**src/rtl/bba_pkg.sv**
```systemverilog
// ----------------------------------------------------------------------------
// bba_pkg
// Shared types and constants for the bitmap block allocator with file table.
// ----------------------------------------------------------------------------
package bba_pkg;

  localparam int BM_WORD_W = 16;
  localparam int BM_BIT_W  = 4;

  typedef enum logic [2:0] {
    CMD_FORMAT = 3'd0,
    CMD_CREATE = 3'd1,
    CMD_ADD    = 3'd2,
    CMD_FREE   = 3'd3,
    CMD_DELETE = 3'd4,
    CMD_LOOKUP = 3'd5
  } cmd_e;

  typedef struct packed {
    logic [2:0]  cmd;
    logic [15:0] file_id;
  } in_t;

  typedef struct packed {
    logic        ok;
    logic [10:0] block;
    logic [3:0]  block_count;
  } out_t;

  typedef enum logic [1:0] {
    BM_OP_CLEAR,
    BM_OP_ALLOC,
    BM_OP_RELEASE
  } bm_op_e;

  typedef struct packed {
    logic   start;
    bm_op_e op;
  } bm_req_t;

  typedef struct packed {
    logic done;
    logic found;
  } bm_rsp_t;

  typedef enum logic [2:0] {
    BM_IDLE,
    BM_CLEAR,
    BM_SCAN,
    BM_REL_RD,
    BM_REL_WR
  } bm_state_e;

  typedef enum logic [4:0] {
    S_IDLE,
    S_FMT_GO,
    S_FMT_WAIT,
    S_ALC_GO,
    S_ALC_WAIT,
    S_FIND_RD,
    S_FIND_CHK,
    S_REL_RD,
    S_REL_GO,
    S_REL_WAIT,
    S_LCP_RD,
    S_LCP_WR,
    S_ECP_RD,
    S_ECP_WR,
    S_OUT
  } state_e;

endpackage

```
**src/rtl/bba_bitmap.sv**
```systemverilog
// ----------------------------------------------------------------------------
// bba_bitmap
// Free-block bitmap in 16-bit words: clear sweep, first-fit scan, release.
// ----------------------------------------------------------------------------
module bba_bitmap import bba_pkg::*; #(
  parameter int NUM_BLOCKS = 2048,
  localparam int NWORDS = (NUM_BLOCKS + BM_WORD_W - 1) / BM_WORD_W,
  localparam int WAW = (NWORDS > 1) ? $clog2(NWORDS) : 1,
  localparam int BXW = WAW + BM_BIT_W
) (
  input  logic           clk_i,
  input  logic           rst_ni,
  input  bm_req_t        req_i,
  input  logic [BXW-1:0] blk_i,
  output bm_rsp_t        rsp_o,
  output logic [BXW-1:0] blk_o
);

  bm_state_e state_q, state_d;
  logic [WAW:0] ptr_q, ptr_d;
  logic chk_q, chk_d;
  logic [WAW-1:0] caddr_q, caddr_d;
  logic [BXW-1:0] blk_q, blk_d;

  logic [BM_WORD_W-1:0] mem [NWORDS];
  logic [BM_WORD_W-1:0] rdata_q;
  logic re, we;
  logic [WAW-1:0] raddr, waddr;
  logic [BM_WORD_W-1:0] wdata;

  logic [BM_WORD_W-1:0] clr_word;
  logic [BM_BIT_W-1:0] low_bit;

  always_ff @(posedge clk_i) begin
    if (we) begin
      mem[waddr] <= wdata;
    end
    if (re) begin
      rdata_q <= mem[raddr];
    end
  end

  // initial word content: blocks 0 and 1 used, blocks past the end never free
  always_comb begin
    logic [BXW:0] idx;
    clr_word = '0;
    for (int b = 0; b < BM_WORD_W; b++) begin
      idx = {1'b0, ptr_q[WAW-1:0], BM_BIT_W'(b)};
      clr_word[b] = (idx >= (BXW+1)'(2)) && (idx < (BXW+1)'(NUM_BLOCKS));
    end
  end

  always_comb begin
    low_bit = '0;
    for (int b = BM_WORD_W - 1; b >= 0; b--) begin
      if (rdata_q[b]) begin
        low_bit = BM_BIT_W'(b);
      end
    end
  end

  always_ff @(posedge clk_i or negedge rst_ni) begin
    if (!rst_ni) begin
      state_q <= BM_IDLE;
      ptr_q   <= '0;
      chk_q   <= 1'b0;
    end else begin
      state_q <= state_d;
      ptr_q   <= ptr_d;
      chk_q   <= chk_d;
    end
  end

  always_ff @(posedge clk_i) begin
    caddr_q <= caddr_d;
    blk_q   <= blk_d;
  end

  always_comb begin
    state_d = state_q;
    ptr_d   = ptr_q;
    chk_d   = chk_q;
    caddr_d = caddr_q;
    blk_d   = blk_q;
    re      = 1'b0;
    raddr   = ptr_q[WAW-1:0];
    we      = 1'b0;
    waddr   = ptr_q[WAW-1:0];
    wdata   = clr_word;
    rsp_o   = '0;
    blk_o   = blk_q;
    unique case (state_q)
      BM_IDLE: begin
        if (req_i.start) begin
          ptr_d = '0;
          chk_d = 1'b0;
          blk_d = blk_i;
          unique case (req_i.op)
            BM_OP_CLEAR:   state_d = BM_CLEAR;
            BM_OP_ALLOC:   state_d = BM_SCAN;
            BM_OP_RELEASE: state_d = BM_REL_RD;
            default:       state_d = BM_IDLE;
          endcase
        end
      end
      BM_CLEAR: begin
        we = 1'b1;
        if (ptr_q == (WAW+1)'(NWORDS - 1)) begin
          rsp_o.done = 1'b1;
          state_d    = BM_IDLE;
        end else begin
          ptr_d = ptr_q + 1'b1;
        end
      end
      BM_SCAN: begin
        // one word read per cycle, the previous word checked meanwhile
        re      = ptr_q < (WAW+1)'(NWORDS);
        chk_d   = re;
        caddr_d = ptr_q[WAW-1:0];
        if (re) begin
          ptr_d = ptr_q + 1'b1;
        end
        if (chk_q && (|rdata_q)) begin
          we          = 1'b1;
          waddr       = caddr_q;
          wdata       = rdata_q & ~(BM_WORD_W'(1) << low_bit);
          blk_d       = {caddr_q, low_bit};
          blk_o       = {caddr_q, low_bit};
          rsp_o.done  = 1'b1;
          rsp_o.found = 1'b1;
          state_d     = BM_IDLE;
        end else if (ptr_q == (WAW+1)'(NWORDS)) begin
          rsp_o.done = 1'b1;
          state_d    = BM_IDLE;
        end
      end
      BM_REL_RD: begin
        re      = 1'b1;
        raddr   = blk_q[BXW-1:BM_BIT_W];
        state_d = BM_REL_WR;
      end
      BM_REL_WR: begin
        we         = 1'b1;
        waddr      = blk_q[BXW-1:BM_BIT_W];
        wdata      = rdata_q | (BM_WORD_W'(1) << blk_q[BM_BIT_W-1:0]);
        rsp_o.done = 1'b1;
        state_d    = BM_IDLE;
      end
      default: state_d = BM_IDLE;
    endcase
  end

endmodule

```
**config.mk**
```make
export PLATFORM = sky130hd
export DESIGN_NAME = bba_bitmap
export DESIGN_NICKNAME = d
export VERILOG_FILES = /design/src/rtl/bba_pkg.sv /design/src/rtl/bba_bitmap.sv
export SDC_FILE = /design/constraint.sdc
export NUM_CORES = 2
export LEC_CHECK = 0
export BUFFER_PORTS_ARGS = -buffer_cell sky130_fd_sc_hd__buf_2
export CORE_MARGIN = 3
export CORE_UTILIZATION = 45
export CTS_CLUSTER_SIZE = 24
export DETAILED_ROUTE_END_ITERATION = 10
export HOLD_SLACK_MARGIN = 0.05
export PLACE_DENSITY = 0.57
export SLEW_MARGIN = 20
export SYNTH_ARGS = -nofsm -noshare
export SYNTH_HDL_FRONTEND = slang
export SYNTH_SLANG_ARGS = --single-unit
```
**constraint.sdc**
```tcl
create_clock -name clk_i -period 20.8 [get_ports clk_i]
set_input_delay 5.2 -clock clk_i [delete_from_list [all_inputs] [get_ports clk_i]]
set_output_delay 5.2 -clock clk_i [all_outputs]
set_load 0.03 [all_outputs]
```
-- Word level (Yosys, flattened, before mapping)
Memory sizes are Yosys's and may differ from the RTL's. A register that Yosys moved wholly into a read port is not among the register bits.
Cells that the tools add are included.
- memory bits (writable): 2048
- memories kept: 1
- input bits: 16
- bits in registers: 30
- memory list (memory ; depth ; bits a word ; read ports ; clocked after Yosys merged registers in ; write ports ; RTL line ; source):
    mem ; 128 ; 16 ; 1 ; 1 ; 1 ; bba_bitmap.sv:25 ; logic [BM_WORD_W-1:0] mem [NWORDS];
- add/sub/neg operators: 1
- magnitude comparators: 3
- equal/unequal tests: 13
- multiplexer cells: 47
- shift-type cells: 2
- reduce and logical (&&, ||, !) cells: 10
- bitwise gates (word level): 3
- operators by type and width (cell ; number):
    two-way mux 4 bit ; 16
    two-way mux 11 bit ; 3
    one-hot mux 16 bit (2 select lines) ; 1
    left shift 1 x 4 -> 16 bit (first input constant) ; 2
    two-way mux 8 bit ; 3
    one-hot mux 8 bit (3 select lines) ; 1
    greater-or-equal comparator 11 x 2 -> 1 bit (second input constant) ; 2
    one-hot mux 11 bit (2 select lines) ; 1
    AND 16 bit ; 1
    two-way mux 16 bit ; 1
    NOT 16 bit ; 1
    bitwise OR 16 bit ; 1
    OR reduction 16 bit ; 1
    two-way mux 7 bit ; 2
    one-hot mux 7 bit (2 select lines) ; 1
    two-way mux 3 bit ; 4
    one-hot mux 3 bit (4 select lines) ; 1
    adder 8 x 1 -> 8 bit (second input constant) ; 1
    == test 8 x 7 -> 1 bit (second input constant) ; 1
    == test 8 bit (second input constant) ; 1
    < comparator 8 bit (second input constant) ; 1
    two-way mux 1 bit ; 8
    != test 2 bit (second input constant) ; 4
    == test 3 x 2 -> 1 bit (second input constant) ; 2
    other kinds (17) ; 19

-- Depth between registers and ports, before layout
- word-level depth: 21
- depth in mapped cells: 15
- depth with buffers taken out: 9

-- Worst setup path before layout
OpenSTA, ideal clock, no wires.
- path kind: register to register
- from: register rdata_q[1] (read register of mem)
- to: memory mem[0][10], data pin
- stages on the path, launching flop included: 9
- required time: 19.603 ns
- arrival: 6.994 ns
- path slack: 12.609 ns
- path through: edfxtp_1 nor4_4 a41o_1 or2_1 buf_4 inv_2 buf_2 buf_1 o21ai_0
- cells in the longest elaborated chain, start to end: 7
- elaborated cells on any way between the ends: 9
- classes of those cells: shift (1); mux (4); bitwise (2); reduce/logical (2)
- RTL lines (item ; RTL line ; source):
    start, declared ; bba_bitmap.sv:26 ; logic [BM_WORD_W-1:0] rdata_q;
    two-way mux 4 bit (2 in a row) ; bba_bitmap.sv:56 ; if (rdata_q[b]) begin
    left shift 1 x 4 -> 16 bit ; bba_bitmap.sv:126 ; wdata = rdata_q & ~(BM_WORD_W'(1) << low_bit);
    NOT 16 bit ; bba_bitmap.sv:126 ;
    AND 16 bit ; bba_bitmap.sv:126 ;
    two-way mux 16 bit (*) ; bba_bitmap.sv:123 ; if (chk_q && (|rdata_q)) begin
    one-hot mux 16 bit (2 select lines) (*) ; bba_bitmap.sv:92 ; unique case (state_q)
    named net wdata[10] ; bba_bitmap.sv:29 ; logic [BM_WORD_W-1:0] wdata;
    end, declared ; bba_bitmap.sv:25 ;
The timed path passes the listed nets; every way through them passes the cells marked *.

-- Final worst setup path
- from: register rdata_q[8] (read register of mem)
- to: output blk_o[7]
- cells in the longest elaborated chain, start to end: 4
- RTL lines (item ; RTL line ; source):
    OR reduction 16 bit ; bba_bitmap.sv:123 ;
    logical AND 1 bit ; bba_bitmap.sv:123 ;
    two-way mux 11 bit ; bba_bitmap.sv:123 ;
    two-way mux 11 bit ; bba_bitmap.sv:92 ;
    end, declared ; bba_bitmap.sv:16 ; output logic [BXW-1:0] blk_o
Every way passes these cells.

==> impl.org <==
** CTS
- The later pin in the worst-skew pair is clocked with a latency of about 0.85 ns.
- Quantity of hold-fixing buffers added after cts :: 0
- Cells resized by post-CTS repair :: 0
- Clock-pin slew was measured on the worst setup and hold paths at approximately 0.06 ns.
- Clock tree synthesis inserted a total of 210 buffers.
- CTS placed an instance of sky130_fd_sc_hd__clkbuf_16 at the clock tree root.
- The H-tree generated during clock tree synthesis spans 4 levels.
- TritonCTS clock tree :: yes
- The tree built by TritonCTS fans out to roughly 2100 sinks.
- Maximum clock path buffer count :: 3
- Setup fix buffers added after clock tree synthesis :: 0

** Route
- Met3 wire length :: 20.6 mm
- Uppermost routed layer :: met5
- WL final :: approximately 260 mm
- After detailed routing, the average wire length per cell comes to ~28 microns.
- Vias after detailed routing :: 53600
- Via density :: around 6
- Count of nets left with antenna violations after detail routing :: 0
- The detailed router finished its first iteration with around 6300 violations.
- DRC violation count after routing :: 0
- For this run, the detailed router's first-pass iteration total came to 6.
- Routed met1 length :: 103 mm
- In the detailed route, the total length drawn on met2 is roughly 120 mm.

** Timing
- Crit share post-route :: a little under half
- The max-slew violation total from the final report was 0.
- Setup violations remaining at the end of the flow were counted as 0.
- Static timing analysis puts the maximum clock frequency at 0.104 GHz.
- Once routing completed, OpenROAD measured the worst setup slack at ~11 ns.
- Final-layout setup total negative slack :: 0 ns
- Post-route worst hold slack :: between 0.6 and 0.7 ns
- The smallest clock period supported by the final layout is computed as 9.64 ns.
- At the pin with the least slew margin, the transition time is ~1.3 ns.
- The number of endpoints with negative hold slack in the final report is 0.
- Setup repair after global routing left no endpoint under its margin.
- Headroom to the max-slew limit :: between 10% and 20%
- For the final database, setup skew stands at 0.0326 ns.

** Worst setup path
- RR Startpoint :: state_q[2]
- Following the worst setup path forward leads to its endpoint at blk_o[7].
- The worst register-to-register path ends at rdata_q[0].
- The critical path starts at rdata_q[8].
- The worst setup path is captured at an output pin.
- Stage delay of the slowest cell on the critical path :: 0.76 ns
- For flop-to-flop paths, the worst setup slack is 13.78 ns.
- Walking the worst path, the cells encountered are nor4_1 -> a41o_1 -> or2_1 -> inv_2 -> and2_1 -> a21o_1 -> buf_2.
- The worst setup path is of the register to output pin kind.
- STA classifies the critical path startpoint as a register.
- Crit path DAT :: between 4 and 5 ns
- WP data required :: approximately 16 ns
- Slowest cell on crit path :: sky130_fd_sc_hd__a41o_1
- Critical path peak fanout :: 22
- R2R depth :: 12

** Synthesis
- Counting every net in the synthesized netlist gives between 6000 and 7000.
- Count of unique library cells instantiated by Yosys :: 80
- Register bit total from synthesis :: 2094
- Sequential area share after synthesis :: about three quarters
- Top_reg_cell synth :: sky130_fd_sc_hd__edfxtp_1
- Synthesized netlist cell count :: approximately 6300
- Yosys printed 0 warnings.
- EDFF count, synth :: 2082
- In this run the mean area of a mapped cell was about 13 sq um.
- Share of flip-flops with an asynchronous set or reset after synthesis :: less than 1%
- Netlist Area Pre-Place :: ~84000 sq um

** GRT
- Summed over all layers, the global routing overflow is 0.
- The number of antenna violations at the first check in global routing came to 11.
- Entering global routing, the biggest net connects between 150 and 200 pins.
- Overall track demand over capacity in global routing :: 26.2%
- Number of global-route vias before repair :: approximately 50000
- Global-route wire length before repair :: ~370 mm

** Power
- In this run the power density over the cells is about 140 nW/um^2.
- Leakage Power :: about 32 nW
- IR analysis of the VDD net gives a maximum drop of around 0.11 mV.

** Cells and area
- Post-route core utilization :: between 50% and 60%
- The post-route netlist has between 10% and 20% of its cells at a drive strength greater than 1.
- Summing all non-filler instances in the final layout gives an area of between 90000 and 100000 sq um.
- Area growth syn-to-layout :: 12.7%
- After the last flow step, the layout net total stands at between 6000 and 7000.
- Fill cells in the final layout number roughly 16000.

** Placed design
- The placed instances occupy a cell area of 87900 sq um.
- At the end of routability-driven placement, the weighted congestion stood at roughly 0.87.
- Worst slack, placed :: ~12 ns
- In this run the tool buffered the top-level ports with 28 buffer cells.
- Hpwl dp :: 147 mm

** Floorplan
- Die boundary height :: about 440 microns
- Floorplan core area :: ~190000 sq um
- Die area :: approximately 190000 sq um
- The floorplan step set the die width to 438 microns.
- After floorplanning, the core was divided into 158 placement rows.
- Once the floorplan was initialized, standard cells occupied a little under half of the core.
- Number of ports placed on the die boundary :: 29

** Worst hold path
- HP Class :: register to register

** Run status
- Run status :: finished clean

** Job
- Max Cap Violations :: 0
-- metrics by stage --
| stage | instances | power [mW] |
|---|---|---|
| 2_1_floorplan | 6337 | 7.67 |
| 3_3_place_gp | 8697 | 9.07 |
| 3_5_place_dp | 8698 | 9.11 |
| 4_1_cts | 9082 | 12.9 |
| 5_1_grt | 9084 | 13.3 |
| 6_report | 9087 | 12.8 |
-- synth_stat cells, drive strengths merged, types with 10 or more instances --
| master | number | area, sq um |
|---|---|---|
| nand4 | 54 | 357 |
| a22oi | 22 | 165 |
| clkbuf | 157 | 591 |
| o2111ai | 15 | 131 |
| o31ai | 27 | 203 |
| nand3 | 851 | 4270 |
| o221ai | 29 | 254 |
| a221oi | 12 | 135 |
| a31o | 14 | 123 |
| a31oi | 89 | 557 |
| nand2 | 1756 | 6590 |
| dfrtp | 12 | 300 |
| a21o | 10 | 75.1 |
| nor4 | 19 | 155 |
| nor3 | 21 | 105 |
| and2 | 12 | 77.6 |
| edfxtp | 2082 | 62500 |
| nor2 | 205 | 787 |
| inv | 20 | 75.1 |
| mux2i | 167 | 1690 |
| nand2b | 11 | 68.8 |
| o21ai | 63 | 315 |
| mux4 | 23 | 518 |
| a32oi | 23 | 201 |
| a311oi | 42 | 368 |
| a21oi | 193 | 970 |
| o22ai | 14 | 87.6 |
| and3 | 54 | 338 |
| buf | 240 | 1200 |
-- worst max-delay path: cells and delay by family (launching register included) --
kind | cells | cell delay [ns]
flops | 1 | 0.45
simple gates | 3 | 1.59
buf+inv | 2 | 0.61
compound gates | 2 | 0.94
-- where the power goes --
group / switching [mW] / internal, mW / total (mW)
Clock: 1.60 / 2.19 / 3.78
Combinational: 2.87 / 0.920 / 3.79
Sequential: 0.0911 / 5.15 / 5.24
-- registers in the layout, indices dropped and copies added (netlist names) --
name / cells
caddr_q: 7
mem: 2048
chk_q: 1
rdata_q: 16
state_q: 3
blk_q: 11
ptr_q: 8
-- logic make-up after synthesis --
logic type,share of synthesized area [%]
buf+inv,2.23
simple gates,15.4
xor+xnor,0.0208
flops,74.7
compound gates,4.84
fa+ha+maj,0.0744
mux,2.73
-- worst min-delay path by stage --
| stage | startpoint | end | depth (start not counted) |
|---|---|---|---|
| finish | chk_q | chk_q | 2 |
| global route | caddr_q[3] | blk_q[7] | 2 |
| CTS | caddr_q[6] | blk_q[10] | 2 |
| detailed placement | chk_q | chk_q | 2 |
| global placement | chk_q | chk_q | 2 |
| floorplan | ptr_q[4] | caddr_q[4] | 0 |
-- routing by layer --
layer / up-vias / global-route usage [%]
met5: - / 0
met4: 4 / 10.4
met3: 445 / 4.59
met2: 2323 / 41.6
met1: 27200 / 36.1
li1: 23600 / -
-- layout by cell type (no fill, tap or decap), types with 10 or more instances in the layout --
cell type | synthesis | final
sky130_fd_sc_hd__nor2_2 | 1 | 20
sky130_fd_sc_hd__a31oi_1 | 89 | 86
sky130_fd_sc_hd__buf_4 | 15 | 241
sky130_fd_sc_hd__nor3_1 | 21 | 21
sky130_fd_sc_hd__nand2_1 | 1756 | 1754
sky130_fd_sc_hd__dfrtp_1 | 12 | 12
sky130_fd_sc_hd__a311oi_1 | 42 | 38
sky130_fd_sc_hd__o31ai_1 | 27 | 27
sky130_fd_sc_hd__nor4_1 | 16 | 15
sky130_fd_sc_hd__clkbuf_16 | 0 | 216
sky130_fd_sc_hd__clkinv_1 | 1 | 62
sky130_fd_sc_hd__bufinv_16 | 0 | 24
sky130_fd_sc_hd__and2_1 | 10 | 10
sky130_fd_sc_hd__inv_1 | 18 | 18
sky130_fd_sc_hd__nand2b_1 | 11 | 11
sky130_fd_sc_hd__nand3_1 | 848 | 848
sky130_fd_sc_hd__nand4_1 | 51 | 51
sky130_fd_sc_hd__nor2_1 | 202 | 182
sky130_fd_sc_hd__and3_1 | 54 | 54
sky130_fd_sc_hd__clkinv_2 | 0 | 24
sky130_fd_sc_hd__mux2i_1 | 165 | 162
sky130_fd_sc_hd__o221ai_1 | 29 | 29
sky130_fd_sc_hd__o22ai_1 | 14 | 14
sky130_fd_sc_hd__a32oi_1 | 23 | 23
sky130_fd_sc_hd__a21oi_1 | 192 | 191
sky130_fd_sc_hd__o21ai_0 | 61 | 55
sky130_fd_sc_hd__clkbuf_1 | 156 | 40
sky130_fd_sc_hd__edfxtp_1 | 2082 | 2082
sky130_fd_sc_hd__o2111ai_1 | 15 | 15
sky130_fd_sc_hd__a22oi_1 | 22 | 22
sky130_fd_sc_hd__buf_2 | 190 | 29
sky130_fd_sc_hd__mux4_2 | 23 | 23
-- layout make-up --
class                           instances  area (sq um)  share of cell area (%)
Tap cell                             2480          3100                    3.27
Antenna cell                            4          10.0                  0.0106
Clock inverter                        128          1280                    1.36
Clock buffer                          256          5560                    5.86
Timing Repair Buffer                  279          2120                    2.24
Multi-Input combinational cell       3825         19800                    20.9
Inverter                               21          78.8                  0.0832
Sequential cell                      2094         62800                    66.3
Note: power is estimated with default switching activity, not from simulation.
